$ cat src/rtl/core/sfcc_pkg.sv
// Shared types and constants for the SD/MMC frame CRC7 checker.
// No dependencies; imported by every module of the block.
package sfcc_pkg;

	localparam logic [7:0] CRC_POLY = 8'h89;
	localparam logic [3:0] LEN_F48  = 4'd5;
	localparam logic [3:0] LEN_F136 = 4'd15;

	typedef enum logic {
		KIND_F48  = 1'b0,
		KIND_F136 = 1'b1
	} frame_kind_t;

	// input register contents handed to the frame core
	typedef struct packed {
		logic       valid;
		logic [7:0] data;
	} sfcc_stage_t;

endpackage

$ cat src/rtl/core/sfcc_ifs.sv
// Valid/ready channel interfaces: frame bytes, results, configuration.
// Standalone; used by the top level and the frame core.
interface sfcc_byte_if;
	logic       valid;
	logic       ready;
	logic [7:0] data_byte;
	modport source (output valid, output data_byte, input ready);
	modport sink (input valid, input data_byte, output ready);
endinterface

interface sfcc_result_if;
	logic       valid;
	logic       ready;
	logic [7:0] checksum;
	logic       match;
	modport source (output valid, output checksum, output match, input ready);
	modport sink (input valid, input checksum, input match, output ready);
endinterface

interface sfcc_cfg_if;
	logic valid;
	logic ready;
	logic frame_kind;
	modport source (output valid, output frame_kind, input ready);
	modport sink (input valid, input frame_kind, output ready);
endinterface

$ cat src/rtl/core/sfcc_crc_fold.sv
// CRC7 byte fold: eight unrolled MSB-first shift/XOR steps.
// Depends on sfcc_pkg for the polynomial mask.
module sfcc_crc_fold
	import sfcc_pkg::*;
(
	input  logic [7:0] crc,
	input  logic [7:0] data,
	output logic [7:0] crc_next
);

	always_comb begin
		logic [7:0] r;
		r = crc;
		for (int k = 7; k >= 0; k--) begin
			r = {r[6:0], 1'b0};
			// new top bit is the old bit 6; fold when it disagrees with data
			if (r[7] != data[k]) begin
				r = r ^ CRC_POLY;
			end
		end
		crc_next = r;
	end

endmodule

$ cat src/rtl/core/sfcc_frame_core.sv
// Frame state (CRC register, byte position) and the result register.
// Depends on sfcc_pkg, sfcc_result_if and sfcc_crc_fold.
module sfcc_frame_core
	import sfcc_pkg::*;
(
	input  logic          clk,
	input  logic          arst_n,
	input  frame_kind_t   kind,
	input  sfcc_stage_t   stage,
	output logic          go,
	sfcc_result_if.source result
);

	logic [7:0] crc_q;
	logic [3:0] pos_q;
	logic       out_valid_q;
	logic [7:0] checksum_q;
	logic       match_q;

	logic [7:0] crc_folded;
	logic [3:0] len;
	logic       is_check;
	logic       load;
	logic [7:0] checksum_d;

	sfcc_crc_fold u_fold (
		.crc      (crc_q),
		.data     (stage.data),
		.crc_next (crc_folded)
	);

	assign len        = (kind == KIND_F136) ? LEN_F136 : LEN_F48;
	assign is_check   = (pos_q >= len);
	assign checksum_d = (kind == KIND_F136) ? {crc_q[6:0], 1'b1} : crc_q;
	// content bytes always drain; a check byte needs a free result slot
	assign go   = stage.valid && (!is_check || !out_valid_q || result.ready);
	assign load = go && is_check;

	always_ff @(posedge clk or negedge arst_n) begin
		if (!arst_n) begin
			crc_q <= '0;
			pos_q <= '0;
		end else if (go) begin
			if (is_check) begin
				crc_q <= '0;
				pos_q <= '0;
			end else begin
				crc_q <= crc_folded;
				pos_q <= pos_q + 4'd1;
			end
		end
	end

	always_ff @(posedge clk or negedge arst_n) begin
		if (!arst_n) begin
			out_valid_q <= 1'b0;
		end else if (load) begin
			out_valid_q <= 1'b1;
		end else if (result.ready) begin
			out_valid_q <= 1'b0;
		end
	end

	always_ff @(posedge clk) begin
		if (load) begin
			checksum_q <= checksum_d;
			match_q    <= (checksum_d == stage.data);
		end
	end

	assign result.valid    = out_valid_q;
	assign result.checksum = checksum_q;
	assign result.match    = match_q;

	a_clear_after_check: assert property (@(posedge clk) disable iff (!arst_n)
		load |=> (pos_q == 4'd0) && (crc_q == 8'd0))
		else $error("frame state not cleared after check byte");

	a_pos_advance: assert property (@(posedge clk) disable iff (!arst_n)
		(go && !is_check) |=> (pos_q == $past(pos_q) + 4'd1))
		else $error("byte position did not advance on content byte");

	a_idle_hold: assert property (@(posedge clk) disable iff (!arst_n)
		!stage.valid |=> $stable(crc_q) && $stable(pos_q))
		else $error("frame state changed with no item in the input register");

	a_no_overwrite: assert property (@(posedge clk) disable iff (!arst_n)
		(out_valid_q && !result.ready) |-> !load)
		else $error("pending result overwritten");

endmodule

$ cat src/rtl/core/sd_frame_crc7_check.sv
// CRC7 checker for SD/MMC frames, one byte per item.
// Channels: frame (sink of frame bytes), result (source of checksum and
// match), cfg (write of frame_kind: 0 = 48-bit frame with 5 content bytes,
// 1 = 136-bit frame with 15 content bytes).
// A frame is its content bytes followed by the received check byte; only the
// check byte yields a result item, with the computed checksum and a match
// flag, after which the CRC register and byte position clear.
// A check byte passes the input register, then the result register, before
// its result shows as valid.
// Throughput: one byte per cycle unless a check byte waits for the result
// slot; the eight-step CRC fold sits between input register and frame state.
// When the receiver stalls, the result register holds; the input register
// still takes one more byte, and content bytes keep draining. A further
// check byte waits in the input register until the result is taken.
// Reset clears frame_kind to 48-bit, the CRC register, the byte position
// and both valid flags. cfg is always ready; write it only while idle.
// Depends on sfcc_pkg, the channel interfaces and sfcc_frame_core.
module sd_frame_crc7_check
	import sfcc_pkg::*;
(
	input  logic          clk,
	input  logic          arst_n,
	sfcc_byte_if.sink     frame,
	sfcc_result_if.source result,
	sfcc_cfg_if.sink      cfg
);

	frame_kind_t kind_q;
	logic        valid_s1;
	logic [7:0]  data_s1;
	logic        go;
	sfcc_stage_t stage;

	assign cfg.ready = 1'b1;

	always_ff @(posedge clk or negedge arst_n) begin
		if (!arst_n) begin
			kind_q <= KIND_F48;
		end else if (cfg.valid) begin
			kind_q <= frame_kind_t'(cfg.frame_kind);
		end
	end

	assign frame.ready = !valid_s1 || go;

	always_ff @(posedge clk or negedge arst_n) begin
		if (!arst_n) begin
			valid_s1 <= 1'b0;
		end else if (frame.ready) begin
			valid_s1 <= frame.valid;
		end
	end

	always_ff @(posedge clk) begin
		if (frame.valid && frame.ready) begin
			data_s1 <= frame.data_byte;
		end
	end

	assign stage.valid = valid_s1;
	assign stage.data  = data_s1;

	sfcc_frame_core u_core (
		.clk    (clk),
		.arst_n (arst_n),
		.kind   (kind_q),
		.stage  (stage),
		.go     (go),
		.result (result)
	);

	a_go_needs_item: assert property (@(posedge clk) disable iff (!arst_n)
		go |-> valid_s1)
		else $error("core consumed an empty input register");

	a_hold_when_blocked: assert property (@(posedge clk) disable iff (!arst_n)
		(valid_s1 && !go) |=> valid_s1 && $stable(data_s1))
		else $error("blocked input item lost");

	a_cfg_applies: assert property (@(posedge clk) disable iff (!arst_n)
		cfg.valid |=> (kind_q == frame_kind_t'($past(cfg.frame_kind))))
		else $error("frame_kind write not applied");

endmodule

$ cat src/flat_wrapper.sv
// flat-port wrapper written by rule: the top's interface ports become plain ports
module sd_frame_crc7_check_flat import sfcc_pkg::*;
  (clk, arst_n, frame_valid, frame_data_byte, frame_ready, result_valid, result_checksum, result_match, result_ready, cfg_valid, cfg_frame_kind, cfg_ready);
  sfcc_byte_if frame_i ();
  sfcc_result_if result_i ();
  sfcc_cfg_if cfg_i ();
  input  logic clk;
  input  logic arst_n;
  input wire logic [$bits(frame_i.valid)-1:0] frame_valid;
  input wire logic [$bits(frame_i.data_byte)-1:0] frame_data_byte;
  output wire logic [$bits(frame_i.ready)-1:0] frame_ready;
  output wire logic [$bits(result_i.valid)-1:0] result_valid;
  output wire logic [$bits(result_i.checksum)-1:0] result_checksum;
  output wire logic [$bits(result_i.match)-1:0] result_match;
  input wire logic [$bits(result_i.ready)-1:0] result_ready;
  input wire logic [$bits(cfg_i.valid)-1:0] cfg_valid;
  input wire logic [$bits(cfg_i.frame_kind)-1:0] cfg_frame_kind;
  output wire logic [$bits(cfg_i.ready)-1:0] cfg_ready;
  assign frame_i.valid = frame_valid;
  assign frame_i.data_byte = frame_data_byte;
  assign frame_ready = frame_i.ready;
  assign result_valid = result_i.valid;
  assign result_checksum = result_i.checksum;
  assign result_match = result_i.match;
  assign result_i.ready = result_ready;
  assign cfg_i.valid = cfg_valid;
  assign cfg_i.frame_kind = cfg_frame_kind;
  assign cfg_ready = cfg_i.ready;
  sd_frame_crc7_check u_core (.clk(clk), .arst_n(arst_n), .frame(frame_i), .result(result_i), .cfg(cfg_i));
endmodule
$ cat config.mk
export PLATFORM = sky130hd
export DESIGN_NAME = sd_frame_crc7_check_flat
export DESIGN_NICKNAME = d
export VERILOG_FILES = /design/src/rtl/core/sfcc_pkg.sv /design/src/rtl/core/sfcc_ifs.sv /design/src/rtl/core/sfcc_crc_fold.sv /design/src/rtl/core/sfcc_frame_core.sv /design/src/rtl/core/sd_frame_crc7_check.sv /design/src/flat_wrapper.sv
export SDC_FILE = /design/constraint.sdc
export NUM_CORES = 1
export LEC_CHECK = 0
export CORE_ASPECT_RATIO = 1.4
export CORE_MARGIN = 4
export CORE_UTILIZATION = 25
export DETAILED_ROUTE_END_ITERATION = 7
export DONT_BUFFER_PORTS = 1
export GPL_TIMING_DRIVEN = 1
export PLACE_DENSITY_LB_ADDON = 0.3
export SLEW_MARGIN = 0
export SYNTH_ARGS = -nofsm -noshare
export SYNTH_HDL_FRONTEND = slang
export SYNTH_SLANG_ARGS = --single-unit
$ cat constraint.sdc
create_clock -name clk -period 5.65 [get_ports clk]
set_clock_uncertainty 0.05 [all_clocks]
set_input_delay 0.2825 -clock clk [delete_from_list [all_inputs] [get_ports clk]]
set_output_delay 0.2825 -clock clk [all_outputs]
set_load 0.005 [all_outputs]
=== After elaboration in Yosys (flattened, before gate mapping) ===
Index checks and enable logic that the tools add are counted.
Widths: inputs -> output; s select.

* Bits in registers: 32
* Bits of input ports: 14
* Output and inout port bits: 12
* Logic and storage cells: 51

* Add/subtract/negate cells: 1
* Magnitude comparators: 1
* Equal/unequal tests: 9
* Muxes and demuxes: 14
* Bitwise logic cells: 8
* Reductions and logical operators: 10

{| class="wikitable"
|+ Operators with widths
! cell !! number
|-
| $mux 4 || 9
|-
| $mux 8 || 3
|-
| $not 2->2 || 7
|-
| $eq 8x8->1 || 1
|-
| $ne 1x1->1 || 8
|-
| $add 4x1->4 const B || 1
|-
| $ge 4x4->1 || 1
|-
| $logic_and 1x1->1 || 3
|-
| $logic_not 1->1 || 3
|-
| $logic_or 1x1->1 || 3
|-
| $not 3->3 || 1
|-
| $mux 1 || 2
|-
| $reduce_bool 2->1 || 1
|}

=== Longest topological paths before layout ===
Gate-level depths: netlist of the first run.

* Depth in word-level cells: 17
* Gate-level depth with buffers: 8
* Gate-level depth less buffers: 6

=== Cells and area by module ===
A second synthesis of the first run with hierarchy kept.

* Cells, all modules: 117
* Area, all modules: 1700.4 µm²

{| class="wikitable"
|+ By module, submodules not included
! module !! instances !! cells each !! area an instance (µm²) !! seq. area each (µm²)
|-
| sfcc_frame_core || 1 || 85 || 1137.3 || 595.6
|-
| sd_frame_crc7_check || 1 || 16 || 342.8 || 290.3
|-
| sfcc_crc_fold || 1 || 16 || 220.2 || 0.0
|}

=== Least setup slack after synthesis of the first run ===
Ideal clock, no wire load.

* Kind: register -> register
* Start point: register u_core.kind_q
* End point: register u_core.u_core.checksum_q[0] (netlist: u_core.u_core.result.checksum[0]), enable pin
* Setup time: 0.374 ns
* Arrival: 1.759 ns
* Required time: 5.226 ns
* Setup slack: 3.467 ns
* Stages on the path, launching flop included: 8
* Path buffers: 1
* Period minus slack after synthesis: 2.183 ns
* Cells stage by stage: dfrtp_1 > buf_2 > inv_1 > ha_1 > a21oi_1 > nor2_1 > nand2_1 > nor2_1

* Longest elaborated chain between the ends: 7

{| class="wikitable"
|+ RTL lines
! item !! line !! source
|-
| start, declared || sd_frame_crc7_check.sv:28 || <nowiki>frame_kind_t kind_q;</nowiki>
|-
| start signal, assigned || sd_frame_crc7_check.sv:40 || <nowiki>kind_q <= frame_kind_t'(cfg.frame_kind);</nowiki>
|-
| $mux 4 (*) || sfcc_frame_core.sv:32 || <nowiki>assign len = (kind == KIND_F136) ? LEN_F136 : LEN_F48;</nowiki>
|-
| $ge 4x4->1 (*) || sfcc_frame_core.sv:33 || <nowiki>assign is_check = (pos_q >= len);</nowiki>
|-
| $logic_not 1->1 || sfcc_frame_core.sv:36 || <nowiki>assign go = stage.valid && (!is_check || !out_valid_q || result.ready);</nowiki>
|-
| $logic_or 1x1->1 (2 in a row) || sfcc_frame_core.sv:36 ||
|-
| $logic_and 1x1->1 || sfcc_frame_core.sv:36 ||
|-
| $logic_and 1x1->1 (*) || sfcc_frame_core.sv:37 || <nowiki>assign load = go && is_check;</nowiki>
|-
| named net u_core.u_core.load || sfcc_frame_core.sv:23 || <nowiki>logic load;</nowiki>
|-
| end signal, assigned || sfcc_frame_core.sv:66 || <nowiki>checksum_q <= checksum_d;</nowiki>
|-
| end, declared || sfcc_frame_core.sv:17 || <nowiki>logic [7:0] checksum_q;</nowiki>
|}

The timed path passes the listed nets; every way through them passes the cells marked *.
A chain may end at the register's enable or synchronous reset.

=== Worst setup path after layout of the first run ===
* Start point: register u_core.kind_q
* End point: register u_core.u_core.checksum_q[7] (netlist: u_core.u_core.result.checksum[7]), enable pin

The elaborated chain is that of the path after synthesis.

==> results_dict.tcl, run 1 <==
set metrics [dict create \
    firstDrtPassIters 4 \
    critPathKind "flop to flop" \
    clkSinkCount 32 \
    clock_path_buffers 2 \
    globalplace.congestion 0.825 \
    die_w_um 74.4 \
    synth_area_mm2 0.00154 \
    rsz0062_at_grt "false" \
    slew_headroom_pct 46.0 \
    grt_max_degree 16 \
    clkTransAtPathRegs_ps 60 \
    period_share_pct 45.3 \
    ys_ff_latch 32 \
    synth_compound_gate_area_share_pct 9.16 \
    antenna_cells 0 \
    track_usage_pct 8.95 \
    async_flop_share_pct 46.9 \
    tightest_slew_ps 804 \
    crit_chain "inv_1 -> ha_1 -> a21oi_1 -> nor2_1 -> nand2_1 -> nor2_1" \
    synth_top_area_share_pct 33.1 \
    hpwl_mm 2.33 \
    grt_pass1_wl_mm 4.89 \
    rows 33 \
    cp-startpoint "u_core.kind_q$_DFFE_PN0P_" \
    start_util_pct 26.0 \
    reg2reg_depth 6 \
    cts_tree "done" \
    synth_most_common_cell "edfxtp_1" \
    synth-edff-count 17 \
    synth_top_family_by_area "XOR/XNOR gates" \
    viasPerCell 4.69 \
    setup_tns_ps 0 \
    reg2reg_to "u_core.u_core.result.checksum[7]$_DFFE_PP_" \
    postSynthCellCount 126 \
    leakage_nw 0.668 \
    synth.avg_cell_area_um2 12.3 \
    cpPeakStageDelay_ps 600 \
    fill_cells 614 \
    port_buffers 0 \
    status "completed" \
    hold_path.class "input port to flop" \
    peakVddDrop_mv 0.105 \
    io_pins 26 \
    cp.required_ps 5510 \
    worstPathArrival_ps 2420 \
    hold_viol_final 0 \
    cts-root-buf "clkbuf_8" \
    drcViolationCount 0 \
    vias 942 \
    drtIter0Drc 21 \
    coreArea_mm2 0.00595 \
    whs_ps 42.7 \
    grt_antenna_before_repair 0 \
    synth_mux_area_share_pct 5.75 \
    numCtsBuffers 5 \
    worstPathMaxFanout 12 \
    ys_types 40 \
    drive_gt1_share_pct 12.2 \
    wl_per_cell_um 14.9 \
    rr_startpoint "u_core.kind_q$_DFFE_PN0P_" \
    slew_violations 0 \
    die_area_mm2 0.00752 \
    end_kind "flop" \
    clkLatencyLatePin_ps 280 \
    r2r_slack_ps 3090 \
    synthAdderAreaFrac_pct 2.43 \
    crit_top_cell "nor2_1" \
    crit_path_start_kind "flop" \
    synth-simple-area-share_pct 9.24 \
    ant_nets 0 \
    cts_max_level 2 \
    globalRouteOverflowTotal 0 \
    synth_xor_xnor_area_share_pct 13.3 \
    max_cap_violations 0 \
    yosys_warnings 0 \
    seq_area_frac_synth_pct 57.4 \
    grt_pass1_vias 963 \
    endpoint "u_core.u_core.result.checksum[7]$_DFFE_PP_" \
    fin_nets 147 \
    syn_nets 143 \
    wirelength_mm 2.99 \
    synth_ff_type "edfxtp_1" \
    pwr_density_cell_mw_per_mm2 498 \
    syn2layout_area_growth_pct 10.7 \
    synth_top_area_cell "edfxtp_1" \
    setup_violations 0 \
    fmax_mhz 390 \
    die_h_um 101 \
    fin_crit_ps 2560 \
    post_cts_buffers 0 \
    crit_slowest_cell "dfrtp_1" \
    synth_area_leaders "edfxtp_1, dfrtp_1, xnor2_1" \
    synth_common_cells "edfxtp_1, dfrtp_1, nand2_1" \
]
==> sequential cells by signal, indices dropped and copies added, names as in the netlist <==
signal / flops
u_core.kind_q: 1
u_core.u_core.crc_q: 8
u_core.data_s1: 8
u_core.u_core.result.valid: 1
u_core.u_core.pos_q: 4
u_core.u_core.result.checksum: 8
u_core.u_core.result.match: 1
u_core.valid_s1: 1
==> worst max-delay path: cells and delay by family, from the launching register on <==
family,cells,cell delay (ps)
buffers and inverters,1,160
and+or+nand+nor,3,990
AOI/OAI and AO/OA,1,90
adders and majority gates,1,300
DFF,1,600
==> layer usage <==
layer	track usage, %	share of wire (%)	wire length, µm
met3	3.79	6.1	184
met4	5.75	3.0	89
met5	0	0	0
met1	8.72	38	1130
met2	15.1	53	1590
==> kinds of logic (layout without fill, tap and decap cells) <==
| family | count (synthesis) | count (layout) |
|---|---|---|
| flip-flops | 32 | 32 |
| AND/OR/NAND/NOR | 30 | 30 |
| other | 1 | 1 |
| multiplexers | 8 | 8 |
| XOR/XNOR | 21 | 21 |
| adder cells (fa/ha/maj) | 3 | 3 |
| buffers and inverters | 9 | 14 |
| AO/OA/AOI/OAI | 22 | 22 |
==> worst min path at each step <==
stage	from	depth (start not counted)	slack (ps)	end
detailed placement	arst_n	0	-60	u_core.u_core.pos_q[2]$_DFFE_PN0P_
CTS	frame_data_byte[4]	0	30	u_core.data_s1[4]$_DFFE_PP_
global placement	arst_n	0	-60	u_core.u_core.pos_q[1]$_DFFE_PN0P_
finish	frame_data_byte[0]	0	40	u_core.data_s1[0]$_DFFE_PP_
global route	frame_data_byte[0]	0	20	u_core.data_s1[0]$_DFFE_PP_
floorplan	arst_n	0	-60	u_core.kind_q$_DFFE_PN0P_
==> layout make-up <==
cell class	count	area, µm²	area share, %
Clock inverter	2	11.3	0.659
Tap cell	70	87.6	5.12
Multi-Input combinational cell	85	619	36.2
Sequential cell	32	886	51.8
Clock buffer	6	72.6	4.25
Inverter	4	15.0	0.878
Timing Repair Buffer	2	17.5	1.02
==> layout by cell type, fill, tap and decap left out, types with 2 or more instances in the layout <==
cell      instances
clkbuf_8          5
dfrtp_1          15
edfxtp_1         17
ha_1              3
inv_1             4
mux2_2            6
nand2_1          15
nand2b_1          2
nand3_1           2
nor2_1            3
o21ai_0           6
o21ai_1           5
o31ai_1           2
xnor2_1          13
xor2_1            6
==> timing repair <==
action	CTS	global route
endpoints found under the hold margin	15	0
gates resized for setup	0	0
hold buffers	1	0
==> where the power goes <==
| part | total (W) | switching, W | internal (W) | leakage, nW |
|---|---|---|---|---|
| Combinational | 0.000288 | 0.000145 | 0.000143 | 0.281 |
| Sequential | 0.000397 | 0.0000736 | 0.000323 | 0.347 |
| Clock | 0.000166 | 0.0000808 | 0.0000852 | 0.0388 |
| Total | 0.000851 | 0.000299 | 0.000552 | 0.668 |
==> through the flow <==
step | setup slack (ps) | cells | total power (W) | instance area [µm²] | util [%]
2_1_floorplan | 3470 | 126 | 0.000625 | 1540 | -
3_3_place_gp | 3190 | 192 | 0.000681 | 1620 | 27.2
3_5_place_dp | 3050 | 192 | 0.000690 | 1620 | 27.2
4_1_cts | 3050 | 201 | 0.000865 | 1710 | 28.7
5_1_grt | 2850 | 201 | 0.000920 | 1710 | 28.7
6_report | 3090 | 201 | 0.000851 | 1710 | 28.7
(Power assumes the default switching activity.)
==> inputs of run 2 (changes only) <==
==> constraint.sdc (replaced) <==
create_clock -name clk -period 2.6 [get_ports clk]
set_clock_uncertainty 0.05 [all_clocks]
set_input_delay 0.13 -clock clk [delete_from_list [all_inputs] [get_ports clk]]
set_output_delay 0.13 -clock clk [all_outputs]
set_load 0.005 [all_outputs]
==> run 2 against run 1 <==
Core utilization is 2.0 points higher. Fmax up 17%. Sequential cell count is the same. Clock power increased by 120%. Critical endpoint is now u_core.data_s1[1]$_DFFE_PP_. Largest cell class unchanged. Highest routed layer unchanged. Largest power group unchanged.
==> results_dict.tcl, run 2 (synthesis gave the netlist of run 1 again) <==
set metrics [dict create \
    clock_path_buffers 2 \
    rr_startpoint "u_core.u_core.pos_q[1]$_DFFE_PN0P_" \
    leakage_nw 0.725 \
    port_buffers 0 \
    critPathKind "flop to flop" \
    post_layout_nonfiller_instances 214 \
    wirelength_mm 3.07 \
    cp-startpoint "u_core.u_core.pos_q[1]$_DFFE_PN0P_" \
    die_w_um 74.4 \
    die_h_um 101 \
    pwr_density_cell_mw_per_mm2 1020 \
    slew_headroom_pct 43.7 \
    post_cts_buffers 0 \
    syn2layout_area_growth_pct 18.6 \
    fin_crit_ps 2190 \
    max_cap_violations 0 \
    swShare_pct 34.9 \
    placed_cell_area_mm2 0.00163 \
    p_clk_share_pct 19.1 \
    drive_gt1_share_pct 11.8 \
    grt_pass1_wl_mm 5.16 \
    tightest_slew_ps 838 \
    place_inst 194 \
    setup_violations 0 \
    globalplace.congestion 0.799 \
    viasPerCell 4.60 \
    ant_nets 0 \
    wl_per_cell_um 14.3 \
    worstPathMaxFanout 8 \
    numCtsBuffers 5 \
    clkTransAtPathRegs_ps 60 \
    hpwl_mm 2.35 \
    fin_nets 160 \
    end_kind "flop" \
    slew_violations 0 \
    track_usage_pct 9.27 \
    cts_tree "done" \
    cts_max_level 2 \
    coreArea_mm2 0.00595 \
    seq_power_share_pct 45.8 \
    rsz0062_at_grt "false" \
    die_area_mm2 0.00752 \
    status "completed" \
    cts-root-buf "clkbuf_8" \
    r2r_slack_ps 410 \
    pwr-share-comb_pct 35.1 \
    fin_total_pwr_w 0.00187 \
    clkLatencyLatePin_ps 280 \
    most-common-layout-cells "edfxtp_1, nand2_1, dfrtp_1" \
    io_pins 26 \
    peakVddDrop_mv 0.216 \
    hold_viol_final 0 \
    grt_antenna_before_repair 0 \
    reg2reg_to "u_core.data_s1[1]$_DFFE_PP_" \
    start_util_pct 26.0 \
    layout_commonest_cell "edfxtp_1" \
    design_area_mm2 0.00183 \
    firstDrtPassIters 4 \
    hold_depth 2 \
    vias 984 \
    setup_tns_ps 0 \
    drtIter0Drc 63 \
    reg2reg_depth 5 \
    worstPathArrival_ps 2090 \
    p_switching_w 0.000654 \
    fmax_mhz 457 \
    clkSinkCount 32 \
    hold_path.class "input port to flop" \
    hp-start "result_ready" \
    grt_max_degree 16 \
    grt_pass1_vias 1060 \
    globalRouteOverflowTotal 0 \
    drcViolationCount 0 \
    antenna_cells 0 \
    p_int_w 0.00122 \
    rows 33 \
    period_share_pct 84.2 \
    crit_path_start_kind "flop" \
    holdPathEnd "u_core.u_core.result.valid$_DFFE_PN0P_" \
    cp.required_ps 2500 \
    cts_resized 0 \
]
## run 2: changes by cell type in the layout (fill, tap and decap cells not counted), sizes merged
cell	delta
clkinvlp	-1
buf	+2
dlygate4sd3	+11
clkbuf	+1
## run 2: layer usage
| layer | track usage (%) | wire, µm | up-vias |
|---|---|---|---|
| li1 | - | - | 476 |
| met1 | 10.1 | 1240 | 474 |
| met2 | 15.3 | 1610 | 27 |
| met3 | 2.69 | 125 | 7 |
| met4 | 6.03 | 89 | 0 |
| met5 | 0 | 0 | - |
## run 2: how the worst max path moves through the flow
stage / end / slack, ps / cells after the start
2_1_floorplan: u_core.u_core.result.checksum[0]$_DFFE_PP_ / 420 / 7
3_3_place_gp: u_core.data_s1[2]$_DFFE_PP_ / 460 / 5
3_5_place_dp: u_core.data_s1[5]$_DFFE_PP_ / 420 / 5
4_1_cts: u_core.data_s1[1]$_DFFE_PP_ / 400 / 5
5_1_grt: u_core.data_s1[7]$_DFFE_PP_ / 310 / 6
6_report: u_core.data_s1[1]$_DFFE_PP_ / 410 / 5
## run 2: critical path, cell delays in order (launching register included)
cell and delay (ps):
dfrtp_1 420, ha_1 300, a211oi_1 360, nor2_1 180
nand3_1 190, and2_1 350
## run 2: layout make-up
type	count	area, µm²
sequential	32	886
fill	613	4120
multi-input combinational	85	619
timing repair buffer	15	143
inverter	4	15.0
clock inverter	1	3.75
tap	70	87.6
clock buffer	7	76.3
## run 2: what timing repair did
| action | 4_1_cts | 5_1_grt |
|---|---|---|
| endpoints found under the hold margin | 25 | 0 |
| hold buffers | 12 | 0 |
| endpoints found under the setup margin | 0 | 0 |
## run 2: stage by stage
stage / hold WS, ps / setup WS (ps) / util [%]
2_1_floorplan: -216 / 417 / -
3_3_place_gp: -215 / 463 / 27.4
3_5_place_dp: -215 / 416 / 27.4
4_1_cts: 0.705 / 404 / 30.8
5_1_grt: 13.6 / 308 / 30.8
6_report: 2.92 / 410 / 30.8
## run 2: power groups by stage
stage	registers, W	logic, W	clock network (W)
CTS	0.000857	0.000667	0.000375
global placement	0.000859	0.000628	0
detailed placement	0.000866	0.000642	0
finish	0.000857	0.000657	0.000357
global route	0.000877	0.000749	0.000397
floorplan	0.000808	0.000550	0
==> inputs of run 3 (changes only) <==
==> constraint.sdc (replaced) <==
create_clock -name clk -period 2.2 [get_ports clk]
set_clock_uncertainty 0.05 [all_clocks]
set_input_delay 0.11 -clock clk [delete_from_list [all_inputs] [get_ports clk]]
set_output_delay 0.11 -clock clk [all_outputs]
set_load 0.005 [all_outputs]
==> run 3 against run 2 <==
Final area increased by 3.8%. Cell count increased by 1.4%. Sequential power increased by 18%. Hold slack improved by 130 ps. Setup slack got worse by 220 ps. Combinational power increased by 23%. Sequential share of layout area decreased by 1.8 points. Global-route usage about the same. First-iteration DRC count increased by 3.2%. Die area unchanged. Power increased by 28%. Highest routed layer unchanged.
==> results_dict.tcl, run 3 (synthesis gave the netlist of run 1 again) <==
set metrics [dict create \
    clkLatencyLatePin_ps 280 \
    pwr_density_cell_mw_per_mm2 1260 \
    tightest_slew_ps 844 \
    slew_violations 0 \
    critPathKind "flop to flop" \
    area.sequential_um2 886 \
    status "completed" \
    globalplace.congestion 0.860 \
    rsz0062_at_grt "true" \
    ant_nets 0 \
    clock_path_buffers 2 \
    grt_antenna_before_repair 0 \
    numCtsBuffers 5 \
    end_kind "flop" \
    slew_headroom_pct 43.4 \
    most-common-layout-cells "edfxtp_1, nand2_1, dfrtp_1" \
    layout_commonest_cell "edfxtp_1" \
    syn2layout_area_growth_pct 23.1 \
    fin_nets 163 \
    cts_tree "done" \
    fin_crit_ps 2010 \
    clkSinkCount 32 \
    worstPathArrival_ps 1930 \
    postLayoutCoreUtil_pct 32.0 \
    hold_path.class "input port to flop" \
    whs_ps 132 \
    io_pins 26 \
    peakVddDrop_mv 0.307 \
    leakage_nw 0.758 \
    clkTransAtPathRegs_ps 70 \
    hold_viol_final 0 \
    die_area_mm2 0.00752 \
    post_cts_buffers 0 \
    start_util_pct 26.0 \
    coreArea_mm2 0.00595 \
    fmax_mhz 497 \
    grt_pass1_wl_mm 5.15 \
    die_w_um 74.4 \
    setup_violations 0 \
    port_buffers 0 \
    track_usage_pct 9.22 \
    viasPerCell 4.59 \
    drtIter0Drc 65 \
    rows 33 \
    antenna_cells 0 \
    die_h_um 101 \
    cp.required_ps 2120 \
    multiInputGateArea_um2 628 \
    period_share_pct 91.4 \
    max_cap_violations 0 \
    vias 996 \
    grt_max_degree 16 \
    cts_max_level 2 \
    crit_path_start_kind "flop" \
    drcViolationCount 0 \
    cts-root-buf "clkbuf_8" \
    drive_gt1_share_pct 16.3 \
    globalRouteOverflowTotal 0 \
    hpwl_mm 2.32 \
    fin_total_pwr_w 0.00239 \
    fill_cells 622 \
    wirelength_mm 3.07 \
    grt_pass1_vias 1079 \
    firstDrtPassIters 4 \
    wl_per_cell_um 14.1 \
    worstPathMaxFanout 8 \
]
==> run 3: where the power goes <==
| part | internal [W] | switching (W) |
|---|---|---|
| sequential | 0.000830 | 0.000181 |
| clock | 0.000365 | 0.000215 |
| combinational | 0.000411 | 0.000394 |
| total | 0.00160 | 0.000790 |
==> run 3: critical path, cell delays in order (launching register included) <==
cell and delay, ps:
dfrtp_1 380, inv_1 100, ha_1 240, a211oi_1 400, nor2_1 130, nand3_1 130
and2_2 270
==> run 3: final timing paths <==
kind                       cells past startpoint                                  to                                from  slack, ps
max reg2reg                                    6         u_core.data_s1[6]$_DFFE_PP_           u_core.kind_q$_DFFE_PN0P_        190
max in group asynchronous                      1  u_core.u_core.crc_q[4]$_DFFE_PN0P_                              arst_n       1330
min                                            4         u_core.valid_s1$_DFFE_PN0P_                        result_ready        130
min reg2reg                                    2  u_core.u_core.crc_q[7]$_DFFE_PN0P_  u_core.u_core.crc_q[7]$_DFFE_PN0P_        500
min in group asynchronous                      1  u_core.u_core.pos_q[2]$_DFFE_PN0P_                              arst_n        280
max                                            6         u_core.data_s1[6]$_DFFE_PP_           u_core.kind_q$_DFFE_PN0P_        190
==> run 3: routing by layer <==
metal,up-vias,GRT usage (%),part of all wire [%]
li1,479,-,-
met1,482,10.2,43
met2,27,14.5,49
met3,8,3.39,4.5
met4,0,6.16,3.6
met5,-,0,0
==> run 3: repair_timing <==
item	4_1_cts	5_1_grt
endpoints found under the setup margin	12	18
gates resized for setup	1	2
endpoints found under the hold margin	26	0
hold buffers	13	0
==> run 3: final cells by class <==
cell class | count | area share, %
sequential | 32 | 46.6
multi-input combinational | 85 | 33.0
timing repair buffer | 18 | 8.82
inverter | 4 | 0.790
tap | 70 | 4.61
clock buffer | 6 | 4.34
clock inverter | 2 | 1.78
==> run 3: through the flow <==
step | setup TNS (ps) | std cells | cell area [µm²] | worst slack (ps)
3_5_place_dp | -1180 | 196 | 1650 | -208
6_report | 0 | 217 | 1900 | 190
5_1_grt | -5.97 | 217 | 1900 | -5.97
2_1_floorplan | 0 | 126 | 1540 | 16.6
4_1_cts | 0 | 217 | 1900 | 16.9
3_3_place_gp | -32.6 | 196 | 1650 | -32.6
